<file path="config.mk">
export PLATFORM = sky130hd
export DESIGN_NAME = bucketed_hash_set_top
export DESIGN_NICKNAME = d
export VERILOG_FILES = /design/src/hdl/bhs_pkg.sv /design/src/hdl/bhs_mod.sv /design/src/hdl/bucketed_hash_set_top.sv
export VERILOG_INCLUDE_DIRS = /design/src /design/src/hdl
export SDC_FILE = /design/constraint.sdc
export NUM_CORES = 2
export LEC_CHECK = 0
export BUFFER_PORTS_ARGS = -buffer_cell sky130_fd_sc_hd__buf_2
export CORE_MARGIN = 4
export CORE_UTILIZATION = 40
export DETAILED_ROUTE_END_ITERATION = 10
export PLACE_DENSITY = 0.56
export SYNTH_ARGS = -nofsm -noshare
export SYNTH_HDL_FRONTEND = slang
export SYNTH_SLANG_ARGS = --single-unit
</file>
<file path="constraint.sdc">
create_clock -name i_clk -period 6.2 [get_ports i_clk]
set_clock_uncertainty 0.1 [all_clocks]
set_input_delay 1.24 -clock i_clk [delete_from_list [all_inputs] [get_ports i_clk]]
set_output_delay 1.24 -clock i_clk [all_outputs]
set_load 0.01 [all_outputs]
</file>
<file path="src/hdl/assert_macros.svh">
// assertion macros shared by the bucketed hash set rtl
`ifndef ASSERT_MACROS_SVH
`define ASSERT_MACROS_SVH

// same-cycle implication, checked on the rising edge outside reset
`define BHS_ASSERT_IMP(lbl, clk, rst_n, ante, cons) \
    lbl: assert property (@(posedge clk) disable iff (!rst_n) (ante) |-> (cons)) \
        else $error("bhs assertion failed");

// next-cycle implication, checked on the rising edge outside reset
`define BHS_ASSERT_NXT(lbl, clk, rst_n, ante, cons) \
    lbl: assert property (@(posedge clk) disable iff (!rst_n) (ante) |=> (cons)) \
        else $error("bhs assertion failed");

`endif

</file>
<file path="src/hdl/bhs_pkg.sv">
// shared types, sizes and codes of the bucketed hash set
package bhs_pkg;

    // table geometry
    localparam int NUM_BUCKETS  = 10;
    localparam int BUCKET_DEPTH = 8;

    // field widths
    localparam int REQ_W   = 2;
    localparam int VALUE_W = 31;
    localparam int STAT_W  = 2;
    localparam int BKT_W   = 4;
    localparam int FILL_W  = 4;

    // derived sizes
    localparam int BSEL_W  = $clog2(NUM_BUCKETS);
    localparam int SLOTS   = NUM_BUCKETS * BUCKET_DEPTH;
    localparam int ADDR_W  = (SLOTS > 1) ? $clog2(SLOTS) : 1;

    // request codes
    localparam logic [REQ_W-1:0] REQ_INSERT = 2'd0;
    localparam logic [REQ_W-1:0] REQ_DELETE = 2'd1;
    localparam logic [REQ_W-1:0] REQ_SEARCH = 2'd2;

    // status codes
    localparam logic [STAT_W-1:0] ST_OK      = 2'd0;
    localparam logic [STAT_W-1:0] ST_FULL    = 2'd1;
    localparam logic [STAT_W-1:0] ST_MISSING = 2'd2;

    // request beat
    typedef struct packed {
        logic [REQ_W-1:0]   req_type;
        logic [VALUE_W-1:0] value;
    } t_req;

    // result beat
    typedef struct packed {
        logic [STAT_W-1:0] status;
        logic [BKT_W-1:0]  bucket_index;
    } t_rsp;

endpackage

</file>
<file path="src/hdl/bhs_mod.sv">
// iterative residue unit: value modulo the bucket count, one 4-bit digit per cycle
module bhs_mod
    import bhs_pkg::*;
(
    input  logic               i_clk,
    input  logic               i_rst_n,
    input  logic               i_start,
    input  logic [VALUE_W-1:0] i_value,
    output logic               o_done,
    output logic [BSEL_W-1:0]  o_rem
);

    localparam int DIG_N  = (VALUE_W + 3) / 4;
    localparam int PAD_W  = DIG_N * 4;
    localparam int CNT_W  = (DIG_N > 1) ? $clog2(DIG_N) : 1;
    localparam int TMP_W  = BSEL_W + 4;
    localparam logic [TMP_W-1:0] NB_W = TMP_W'(NUM_BUCKETS);

    logic               r_busy, n_busy;
    logic               r_done, n_done;
    logic [CNT_W-1:0]   r_cnt,  n_cnt;
    logic [PAD_W-1:0]   r_shift, n_shift;
    logic [BSEL_W-1:0]  r_rem,  n_rem;
    logic [TMP_W-1:0]   step_tmp;

    // one digit step: append the next digit, then reduce by conditional subtracts
    always_comb begin
        step_tmp = {r_rem, r_shift[PAD_W-1 -: 4]};
        for (int k = 3; k >= 0; k--) begin
            if (step_tmp >= (NB_W << k)) begin
                step_tmp = step_tmp - (NB_W << k);
            end
        end
    end

    // sequencer
    always_comb begin
        n_busy  = r_busy;
        n_done  = 1'b0;
        n_cnt   = r_cnt;
        n_shift = r_shift;
        n_rem   = r_rem;
        if (i_start) begin
            n_busy  = 1'b1;
            n_cnt   = CNT_W'(DIG_N - 1);
            n_shift = PAD_W'(i_value);
            n_rem   = '0;
        end else if (r_busy) begin
            n_rem   = step_tmp[BSEL_W-1:0];
            n_shift = r_shift << 4;
            n_cnt   = r_cnt - 1'b1;
            if (r_cnt == '0) begin
                n_busy = 1'b0;
                n_done = 1'b1;
            end
        end
    end

    // control registers
    always_ff @(posedge i_clk) begin
        if (!i_rst_n) begin
            r_busy <= 1'b0;
            r_done <= 1'b0;
        end else begin
            r_busy <= n_busy;
            r_done <= n_done;
        end
    end

    // datapath registers
    always_ff @(posedge i_clk) begin
        r_cnt   <= n_cnt;
        r_shift <= n_shift;
        r_rem   <= n_rem;
    end

    assign o_done = r_done;
    assign o_rem  = r_rem;

endmodule

</file>
<file path="src/hdl/bucketed_hash_set_top.sv">
// bucketed hash set: top level with sequencer, slot memory and fill counts
//
// Each request is taken on a clock edge with i_start high and o_busy low, and
// exactly one result beat follows, shown for one cycle with o_done high; the
// receiver cannot hold it off. The bucket is found by the residue unit, one
// 4-bit digit of the value per cycle, then handed to a decision state that
// finishes an insert or unused code. Delete and search read the bucket
// through the slot memory's single read port, with one read state and one
// compare state per entry compared, and delete then moves each later entry
// down one place with a read state and a write state. Slots hold no reset
// value: only entries below a bucket's fill count are ever read.
`include "assert_macros.svh"

module bucketed_hash_set_top
    import bhs_pkg::*;
(
    input  logic i_clk,
    input  logic i_rst_n,
    input  logic i_start,
    input  t_req i_req,
    output logic o_busy,
    output logic o_done,
    output t_rsp o_rsp
);

    // sequencer states
    localparam int STATE_W = 3;
    localparam logic [STATE_W-1:0] S_IDLE   = 3'd0;
    localparam logic [STATE_W-1:0] S_MOD    = 3'd1;
    localparam logic [STATE_W-1:0] S_DECIDE = 3'd2;
    localparam logic [STATE_W-1:0] S_SRD    = 3'd3;
    localparam logic [STATE_W-1:0] S_SCMP   = 3'd4;
    localparam logic [STATE_W-1:0] S_MRD    = 3'd5;
    localparam logic [STATE_W-1:0] S_MWR    = 3'd6;

    logic [STATE_W-1:0] r_state, n_state;
    t_req               r_req,   n_req;
    logic [BSEL_W-1:0]  r_bkt,   n_bkt;
    logic [FILL_W-1:0]  r_idx,   n_idx;
    logic               r_done,  n_done;
    t_rsp               r_rsp,   n_rsp;
    logic [FILL_W-1:0]  r_fill [NUM_BUCKETS];

    logic [VALUE_W-1:0] r_mem [SLOTS];
    logic [VALUE_W-1:0] r_rdata;
    logic [ADDR_W-1:0]  rd_addr;
    logic               wr_en;
    logic [ADDR_W-1:0]  wr_addr;
    logic [VALUE_W-1:0] wr_data;

    logic               accept;
    logic               mod_done;
    logic [BSEL_W-1:0]  mod_rem;
    logic               fill_inc, fill_dec;
    logic [ADDR_W-1:0]  base;
    logic [FILL_W-1:0]  fill_cur;
    logic [FILL_W:0]    fill_ext, idx_p1, idx_p2;
    logic [BSEL_W+3:0]  bkt_ext;

    assign accept = i_start && (r_state == S_IDLE);

    // residue unit picks the bucket
    bhs_mod u_mod (
        .i_clk   (i_clk),
        .i_rst_n (i_rst_n),
        .i_start (accept),
        .i_value (i_req.value),
        .o_done  (mod_done),
        .o_rem   (mod_rem)
    );

    // bucket addressing and index arithmetic
    assign base     = ADDR_W'(r_bkt) * ADDR_W'(BUCKET_DEPTH);
    assign fill_cur = r_fill[r_bkt];
    assign fill_ext = {1'b0, fill_cur};
    assign idx_p1   = {1'b0, r_idx} + (FILL_W+1)'(1);
    assign idx_p2   = {1'b0, r_idx} + (FILL_W+1)'(2);
    assign bkt_ext  = (BSEL_W+4)'(r_bkt);

    // sequencer
    always_comb begin
        n_state  = r_state;
        n_req    = r_req;
        n_bkt    = r_bkt;
        n_idx    = r_idx;
        n_done   = 1'b0;
        n_rsp    = r_rsp;
        rd_addr  = base + ADDR_W'(r_idx);
        wr_en    = 1'b0;
        wr_addr  = base + ADDR_W'(r_idx);
        wr_data  = r_rdata;
        fill_inc = 1'b0;
        fill_dec = 1'b0;
        case (r_state)
            S_IDLE: begin
                if (i_start) begin
                    n_req   = i_req;
                    n_state = S_MOD;
                end
            end
            S_MOD: begin
                if (mod_done) begin
                    n_bkt   = mod_rem;
                    n_state = S_DECIDE;
                end
            end
            S_DECIDE: begin
                n_idx                = '0;
                n_rsp.bucket_index   = bkt_ext[BKT_W-1:0];
                n_rsp.status         = ST_MISSING;
                case (r_req.req_type)
                    REQ_INSERT: begin
                        n_done  = 1'b1;
                        n_state = S_IDLE;
                        if (fill_cur < FILL_W'(BUCKET_DEPTH)) begin
                            wr_en        = 1'b1;
                            wr_addr      = base + ADDR_W'(fill_cur);
                            wr_data      = r_req.value;
                            fill_inc     = 1'b1;
                            n_rsp.status = ST_OK;
                        end else begin
                            n_rsp.status = ST_FULL;
                        end
                    end
                    REQ_DELETE, REQ_SEARCH: begin
                        if (fill_cur == '0) begin
                            n_done  = 1'b1;
                            n_state = S_IDLE;
                        end else begin
                            n_state = S_SRD;
                        end
                    end
                    default: begin
                        n_done  = 1'b1;
                        n_state = S_IDLE;
                    end
                endcase
            end
            S_SRD: begin
                n_state = S_SCMP;
            end
            S_SCMP: begin
                if (r_rdata == r_req.value) begin
                    if (r_req.req_type == REQ_SEARCH) begin
                        n_rsp.status = ST_OK;
                        n_done       = 1'b1;
                        n_state      = S_IDLE;
                    end else if (idx_p1 < fill_ext) begin
                        n_state = S_MRD;
                    end else begin
                        fill_dec     = 1'b1;
                        n_rsp.status = ST_OK;
                        n_done       = 1'b1;
                        n_state      = S_IDLE;
                    end
                end else if (idx_p1 < fill_ext) begin
                    n_idx   = idx_p1[FILL_W-1:0];
                    n_state = S_SRD;
                end else begin
                    n_done  = 1'b1;
                    n_state = S_IDLE;
                end
            end
            S_MRD: begin
                rd_addr = base + ADDR_W'(idx_p1);
                n_state = S_MWR;
            end
            S_MWR: begin
                // move the later entry down one slot
                wr_en = 1'b1;
                n_idx = idx_p1[FILL_W-1:0];
                if (idx_p2 < fill_ext) begin
                    n_state = S_MRD;
                end else begin
                    fill_dec     = 1'b1;
                    n_rsp.status = ST_OK;
                    n_done       = 1'b1;
                    n_state      = S_IDLE;
                end
            end
            default: begin
                n_state = S_IDLE;
            end
        endcase
    end

    // control registers and fill counts
    always_ff @(posedge i_clk) begin
        if (!i_rst_n) begin
            r_state <= S_IDLE;
            r_done  <= 1'b0;
            for (int b = 0; b < NUM_BUCKETS; b++) begin
                r_fill[b] <= '0;
            end
        end else begin
            r_state <= n_state;
            r_done  <= n_done;
            if (fill_inc) begin
                r_fill[r_bkt] <= fill_cur + 1'b1;
            end else if (fill_dec) begin
                r_fill[r_bkt] <= fill_cur - 1'b1;
            end
        end
    end

    // payload registers
    always_ff @(posedge i_clk) begin
        r_req <= n_req;
        r_bkt <= n_bkt;
        r_idx <= n_idx;
        r_rsp <= n_rsp;
    end

    // slot memory, one write and one registered read per cycle
    always_ff @(posedge i_clk) begin
        if (wr_en) begin
            r_mem[wr_addr] <= wr_data;
        end
        r_rdata <= r_mem[rd_addr];
    end

    assign o_busy = (r_state != S_IDLE);
    assign o_done = r_done;
    assign o_rsp  = r_rsp;

    // result strobe lasts one cycle
    `BHS_ASSERT_NXT(a_done_pulse, i_clk, i_rst_n, r_done, !r_done)
    // a taken request keeps the block busy next cycle
    `BHS_ASSERT_NXT(a_accept_busy, i_clk, i_rst_n, accept, o_busy)
    // bucket fill never exceeds its depth
    `BHS_ASSERT_IMP(a_fill_bound, i_clk, i_rst_n, r_state == S_DECIDE,
        fill_cur <= FILL_W'(BUCKET_DEPTH))
    // full status comes only from an insert
    `BHS_ASSERT_IMP(a_full_insert, i_clk, i_rst_n, r_done && (r_rsp.status == ST_FULL),
        r_req.req_type == REQ_INSERT)

endmodule

</file>
; ---- Word level (Yosys, flattened, before mapping)
; Memory sizes are Yosys's and may differ from the RTL's. A register that Yosys moved wholly into a read port is not among the register bits.
; Cells that the tools add are included.
[op_classes]
n_addsub = 12
n_mul = 0
div = 0
magnitude_cmp = 7
n_eq_ne = 16
shifts = 0
muxes = 66
bitwise_logic = 3
reduce_logical = 16
[ops]
columns = op, count
row1 = two-way mux 31 bit, 5
row2 = equality test 31 bit, 1
row3 = two-way mux 4 bit, 7
row4 = two-way mux 7 bit, 4
row5 = two-way mux 1 bit, 27
row6 = two-way mux 8 bit, 3
row7 = case mux 3 bit (7 select lines), 1
row8 = two-way mux 3 bit, 6
row9 = two-way mux 2 bit, 8
row10 = adder 7 x 4 -> 7 bit, 2
row11 = case mux 4 bit (3 select lines), 1
row12 = < comparator 5 x 4 -> 1 bit, 2
row13 = "inequality test 2 bit, second input constant", 5
row14 = "equality test 3 bit, second input constant", 3
row15 = "greater-or-equal comparator 8 x 4 -> 1 bit, second input constant", 1
row16 = "greater-or-equal comparator 8 x 5 -> 1 bit, second input constant", 1
row17 = "greater-or-equal comparator 8 x 6 -> 1 bit, second input constant", 1
row18 = "greater-or-equal comparator 8 x 7 -> 1 bit, second input constant", 1
row19 = "subtractor 8 x 5 -> 8 bit, second input constant", 1
row20 = "subtractor 8 x 6 -> 8 bit, second input constant", 1
row21 = "subtractor 8 x 7 -> 8 bit, second input constant", 1
row22 = adder 7 x 5 -> 7 bit, 1
row23 = "equality test 3 x 2 -> 1 bit, second input constant", 2
row24 = zero test 3 bit, 2
row25 = 28 further kinds, 33
[totals]
regBits = 92
latchBits = 0
mem_bits_rw = 2520
rom_bits = 0
output_inout_bits = 8
mem_count = 2
[mem_list]
columns = memory, words, width, read_ports, rd_clocked_by_memory_dff, write_ports, line_no
row1 = r_mem, 80, 31, 1, 1, 1, bucketed_hash_set_top.sv:44  ; logic [VALUE_W-1:0] r_mem [SLOTS];
row2 = r_fill, 10, 4, 1, 1, 10, bucketed_hash_set_top.sv:42  ; logic [FILL_W-1:0] r_fill [NUM_BUCKETS];

; ---- Depth between registers and ports, before layout
[depth]
ltp_word = 13
depth_mapped = 20

; ---- Modules after synthesis
; From an unflattened synthesis, not the netlist that was laid out.
[hier_totals]
cells_unflattened = 6866
area_unflattened_um2 = 106181.8
[by_module_without_submodules]
columns = module, instances, cells_each, area_each_um2, seq_area_each_um2
row1 = bucketed_hash_set_top, 1, 6650, 103800.8, 78585.4
row2 = bhs_mod, 1, 216, 2381.0, 1131.1

; ---- Worst setup path before layout
; OpenSTA, ideal clock, no wires.
[synth_path]
path_type = reg-to-reg
from = register (tool-made name)
to = memory r_mem[22][0], enable pin
arrival_time_ps = 5738
required_time_ps = 5603
setup_slack_ps = -135
stages_incl_launch_ff = 14
n_path_buf = 2
path_cell_list = dfxtp_1 buf_4 mux4_2 mux4_2 inv_1 nor2_1 ha_1 xnor2_1 inv_1 o21ai_0 o21ai_0 or3_1 clkbuf_1 nor4_1
[synth_rtl]
columns = element, line_no
row1 = to (decl), bucketed_hash_set_top.sv:44

==> metrics.md <==
| Metric | Value |
|---|---|
| # IOs | 44 |
| Post-synthesis async set-or-reset flop share | 0 |
| Die area | around 0.28 mm2 |
| Share of cells above drive strength 1 | 0.166 |
| Crit Path Category | reg2reg |
| IO buf count | 43 |
| Crit path max-delay cell type | mux4_2 |
| Final Cycle Share | 0.858 |
| PwrDens | 330 mW/mm2 |
| Post-layout minimum cycle time | between 5 and 6 ns |
| Yosys cell types | 90 |
| Hold-fix buffers at CTS | 0 |
| YS warnings | 0 |
| Pleak | 40.0 nW |
| Largest net degree at the start of global routing | roughly 140 |
| Setup Viol. Count Final | 0 |
| Max Fclk | about 190 MHz |
| M2 GR Usage | 0.353 |
| Final number of hold-violating endpoints | 0 |
| Routed Antenna Nets | 0 |
| Seq/Total Area, Yosys | 0.734 |
| DRC | 0 |
| Startpoint Class | flop |
| Hold Crit Class | reg2reg |
| Iter 0 DRT Violations | approximately 9.1k |
| Dpl cells | ~10k |
| Synthesized area per cell | between 15 and 20 um2 |
| Final net count | a little over 7k |
| Met3 Use GR | 0.0537 |
| Critical-path maximum fanout | 15 |
| Initial antenna violation count | 22 |
| Drt wl/cell | 30.7 um |
| # rows | about 190 |
| Post-synth EDFFs | 2,622 |
| Most common cell after layout, fill and taps aside | edfxtp_1 |
| Vias per inst | approximately 6 |
| Post-layout instance area | 0.124 mm2 |
| CP Capture Type | flop |
| Die extent in y | 529 um |
| Global-route wire length before repair | 478 mm |
| Clk_lat worst skew | about 0.9 ns |
| WP data required | around 6.7 ns |
| Slew @ Worst Pin | 1.30 ns |
| Outcome | completed |
| Flops & latches, synth | 2,671 |
| H-Tree Depth | 5 |
| Clk buf depth | 4 |
| Post-Route WL | 338 mm |
| All-layer global routing usage | 0.236 |
| Vias | about 67k |
| Clock-pin transition on the worst setup and hold timing paths | 0.06 ns |
| CTS tree | done |
| VDD IR-drop max | a little under 0.0002 V |
| # fillers | 23.3k |
| Most used DFF post-synth | edfxtp_1 |
| Clk sinks | around 2.7k |
| Router iterations before antenna repair | 6 |
| WP data arrival | 5.77 ns |
| Mapped Area | between 0.1 and 0.15 mm2 |
| Num CTS Buffers | 289 |
| Post-Place Worst Slack | 0.902 ns |
| Biggest cell delay along the critical path | between 0.5 and 0.6 ns |
| Fin cells | approximately 11k |
| Core area | around 0.27 mm2 |
| DP Wirelength | 195 mm |
| Commonest cells after routing, fill and taps aside | 2,622 x edfxtp_1, 1,388 x nand2_1, 411 x nand3_1 |
| Sequential cell area | roughly 0.08 mm2 |
| Final WS setup | 0.877 ns |
| Post-CTS sizing | 0 |
| Multi-input logic area | roughly 0.028 mm2 |
| Grt met1 use | 0.340 |
| Layout area overhead | 14.0% |
| Clock root buffer | clkbuf_16 |
| Utilization after layout | 0.458 |
| Slew HR | 0.137 |
| Post-placement cell area | 0.115 mm2 |
| Pins Over Slew Limit | 0 |
| GRT busiest layer | met2 |
| Initial core utilization | 0.401 |
| Gr ovfl total | 0 |
| Vias in the first global route | approximately 64k |
| R2R Setup Slk | 0.88 ns |
| Final hold slack | slightly below 0.4 ns |
| Crit-path cells | buf_4 > mux4_2 > mux4_2 > inv_1 > ha_1 > o211ai_1 > o31a_1 > or2_2 > a21oi_1 > ha_1 > a21o_1 > a21oi_1 > xnor2_1 > mux2i_2 > nor2_1 |
| Mapped Nets | slightly above 7k |
| Die X | about 530 um |
| RSZ-0062 raised after global routing | no |
| Setup repair bufs after CTS | 0 |
| Gpl congestion | just under 0.9 |
| Maximum Capacitance Violations | 0 |
| Syn Inst Count | between 7k and 8k |
[area by class of cell]
type                       count  area share
tap                         3570      0.0361
multi-input combinational   3904       0.224
timing repair buffer         322      0.0218
clock inverter               156      0.0127
antenna                        7    0.000141
clock buffer                 350      0.0611
sequential                  2671       0.644
inverter                      28    0.000849
[cells in the mapped netlist (19+ instances only)]
cell	count	area, um2
buf_2	95	475
mux4_2	277	6240
a21oi_1	188	941
and3_1	36	225
o21ai_0	113	566
o221ai_1	121	1060
nand2b_1	19	119
nor2_1	154	578
nand4_1	95	594
xnor2_1	40	350
a22oi_1	32	240
dfxtp_1	49	981
mux2i_1	132	1320
a32oi_1	136	1190
o211ai_1	107	803
buf_1	84	315
clkbuf_1	281	1050
o21a_1	47	353
ha_1	20	250
a21o_1	27	203
o22ai_1	105	657
inv_1	26	97.6
edfxtp_1	2622	78700
mux2_2	91	1020
a2111oi_0	19	166
nand3_1	411	2060
a31oi_1	84	526
nand2_1	1394	5230
nor3_1	64	320
[power breakdown]
part	internal [mW]	switching, mW	total, mW
combinational	1.00	2.46	3.47
sequential	20.3	0.192	20.4
clock	9.79	7.11	16.9
total	31.1	9.77	40.8
[through the flow]
step                TNS [ns]  power, mW
global placement           0       24.2
detailed placement         0       24.2
global route               0       42.0
finish                     0       40.8
floorplan             -12.59       22.7
CTS                        0       41.0
[worst paths after layout]
path,start,end,cells after the start
max,flop,r_fill[12][3],15
min,u_mod.r_cnt[2],u_mod.r_cnt[2],2
max reg2reg,flop,r_fill[12][3],15
min reg2reg,u_mod.r_cnt[2],u_mod.r_cnt[2],2
[state kept, by name, summed over array words and instances (netlist names), 3 cells and up, named ones only]
signal and count:
o_rsp 6, r_bkt 4, r_fill 64, r_idx 4, r_mem 2480, r_rdata 31, r_req 33, r_state 3
u_mod.o_rem 4, u_mod.r_cnt 3, u_mod.r_shift 32
[routing by layer]
metal,share of wire,vias up,routed length [um]
met5,0.000077,-,26
met4,0.039,4,13200
met3,0.10,525,34100
met2,0.44,3322,149000
met1,0.42,34600,141000
li1,-,28100,-
[worst max-delay path: cells and delay by family, from the launching register on]
kind	cells	cell delay (ns)
flip-flops	1	0.31
buffers and inverters	2	0.42
adder cells (fa/ha/maj)	2	0.52
multiplexers	3	1.70
AND/OR/NAND/NOR	2	0.57
XOR/XNOR	1	0.17
AO/OA/AOI/OAI	5	1.22
[logic make-up after synthesis]
family / synth area share
adders and majority gates: 0.00267
and+or+nand+nor: 0.0894
muxes: 0.0796
xor gates and xnor gates: 0.00396
DFF: 0.734
buffers and inverters: 0.0199
AOI/OAI and AO/OA: 0.0703
No activity file was read; power rests on OpenSTA's default activity.
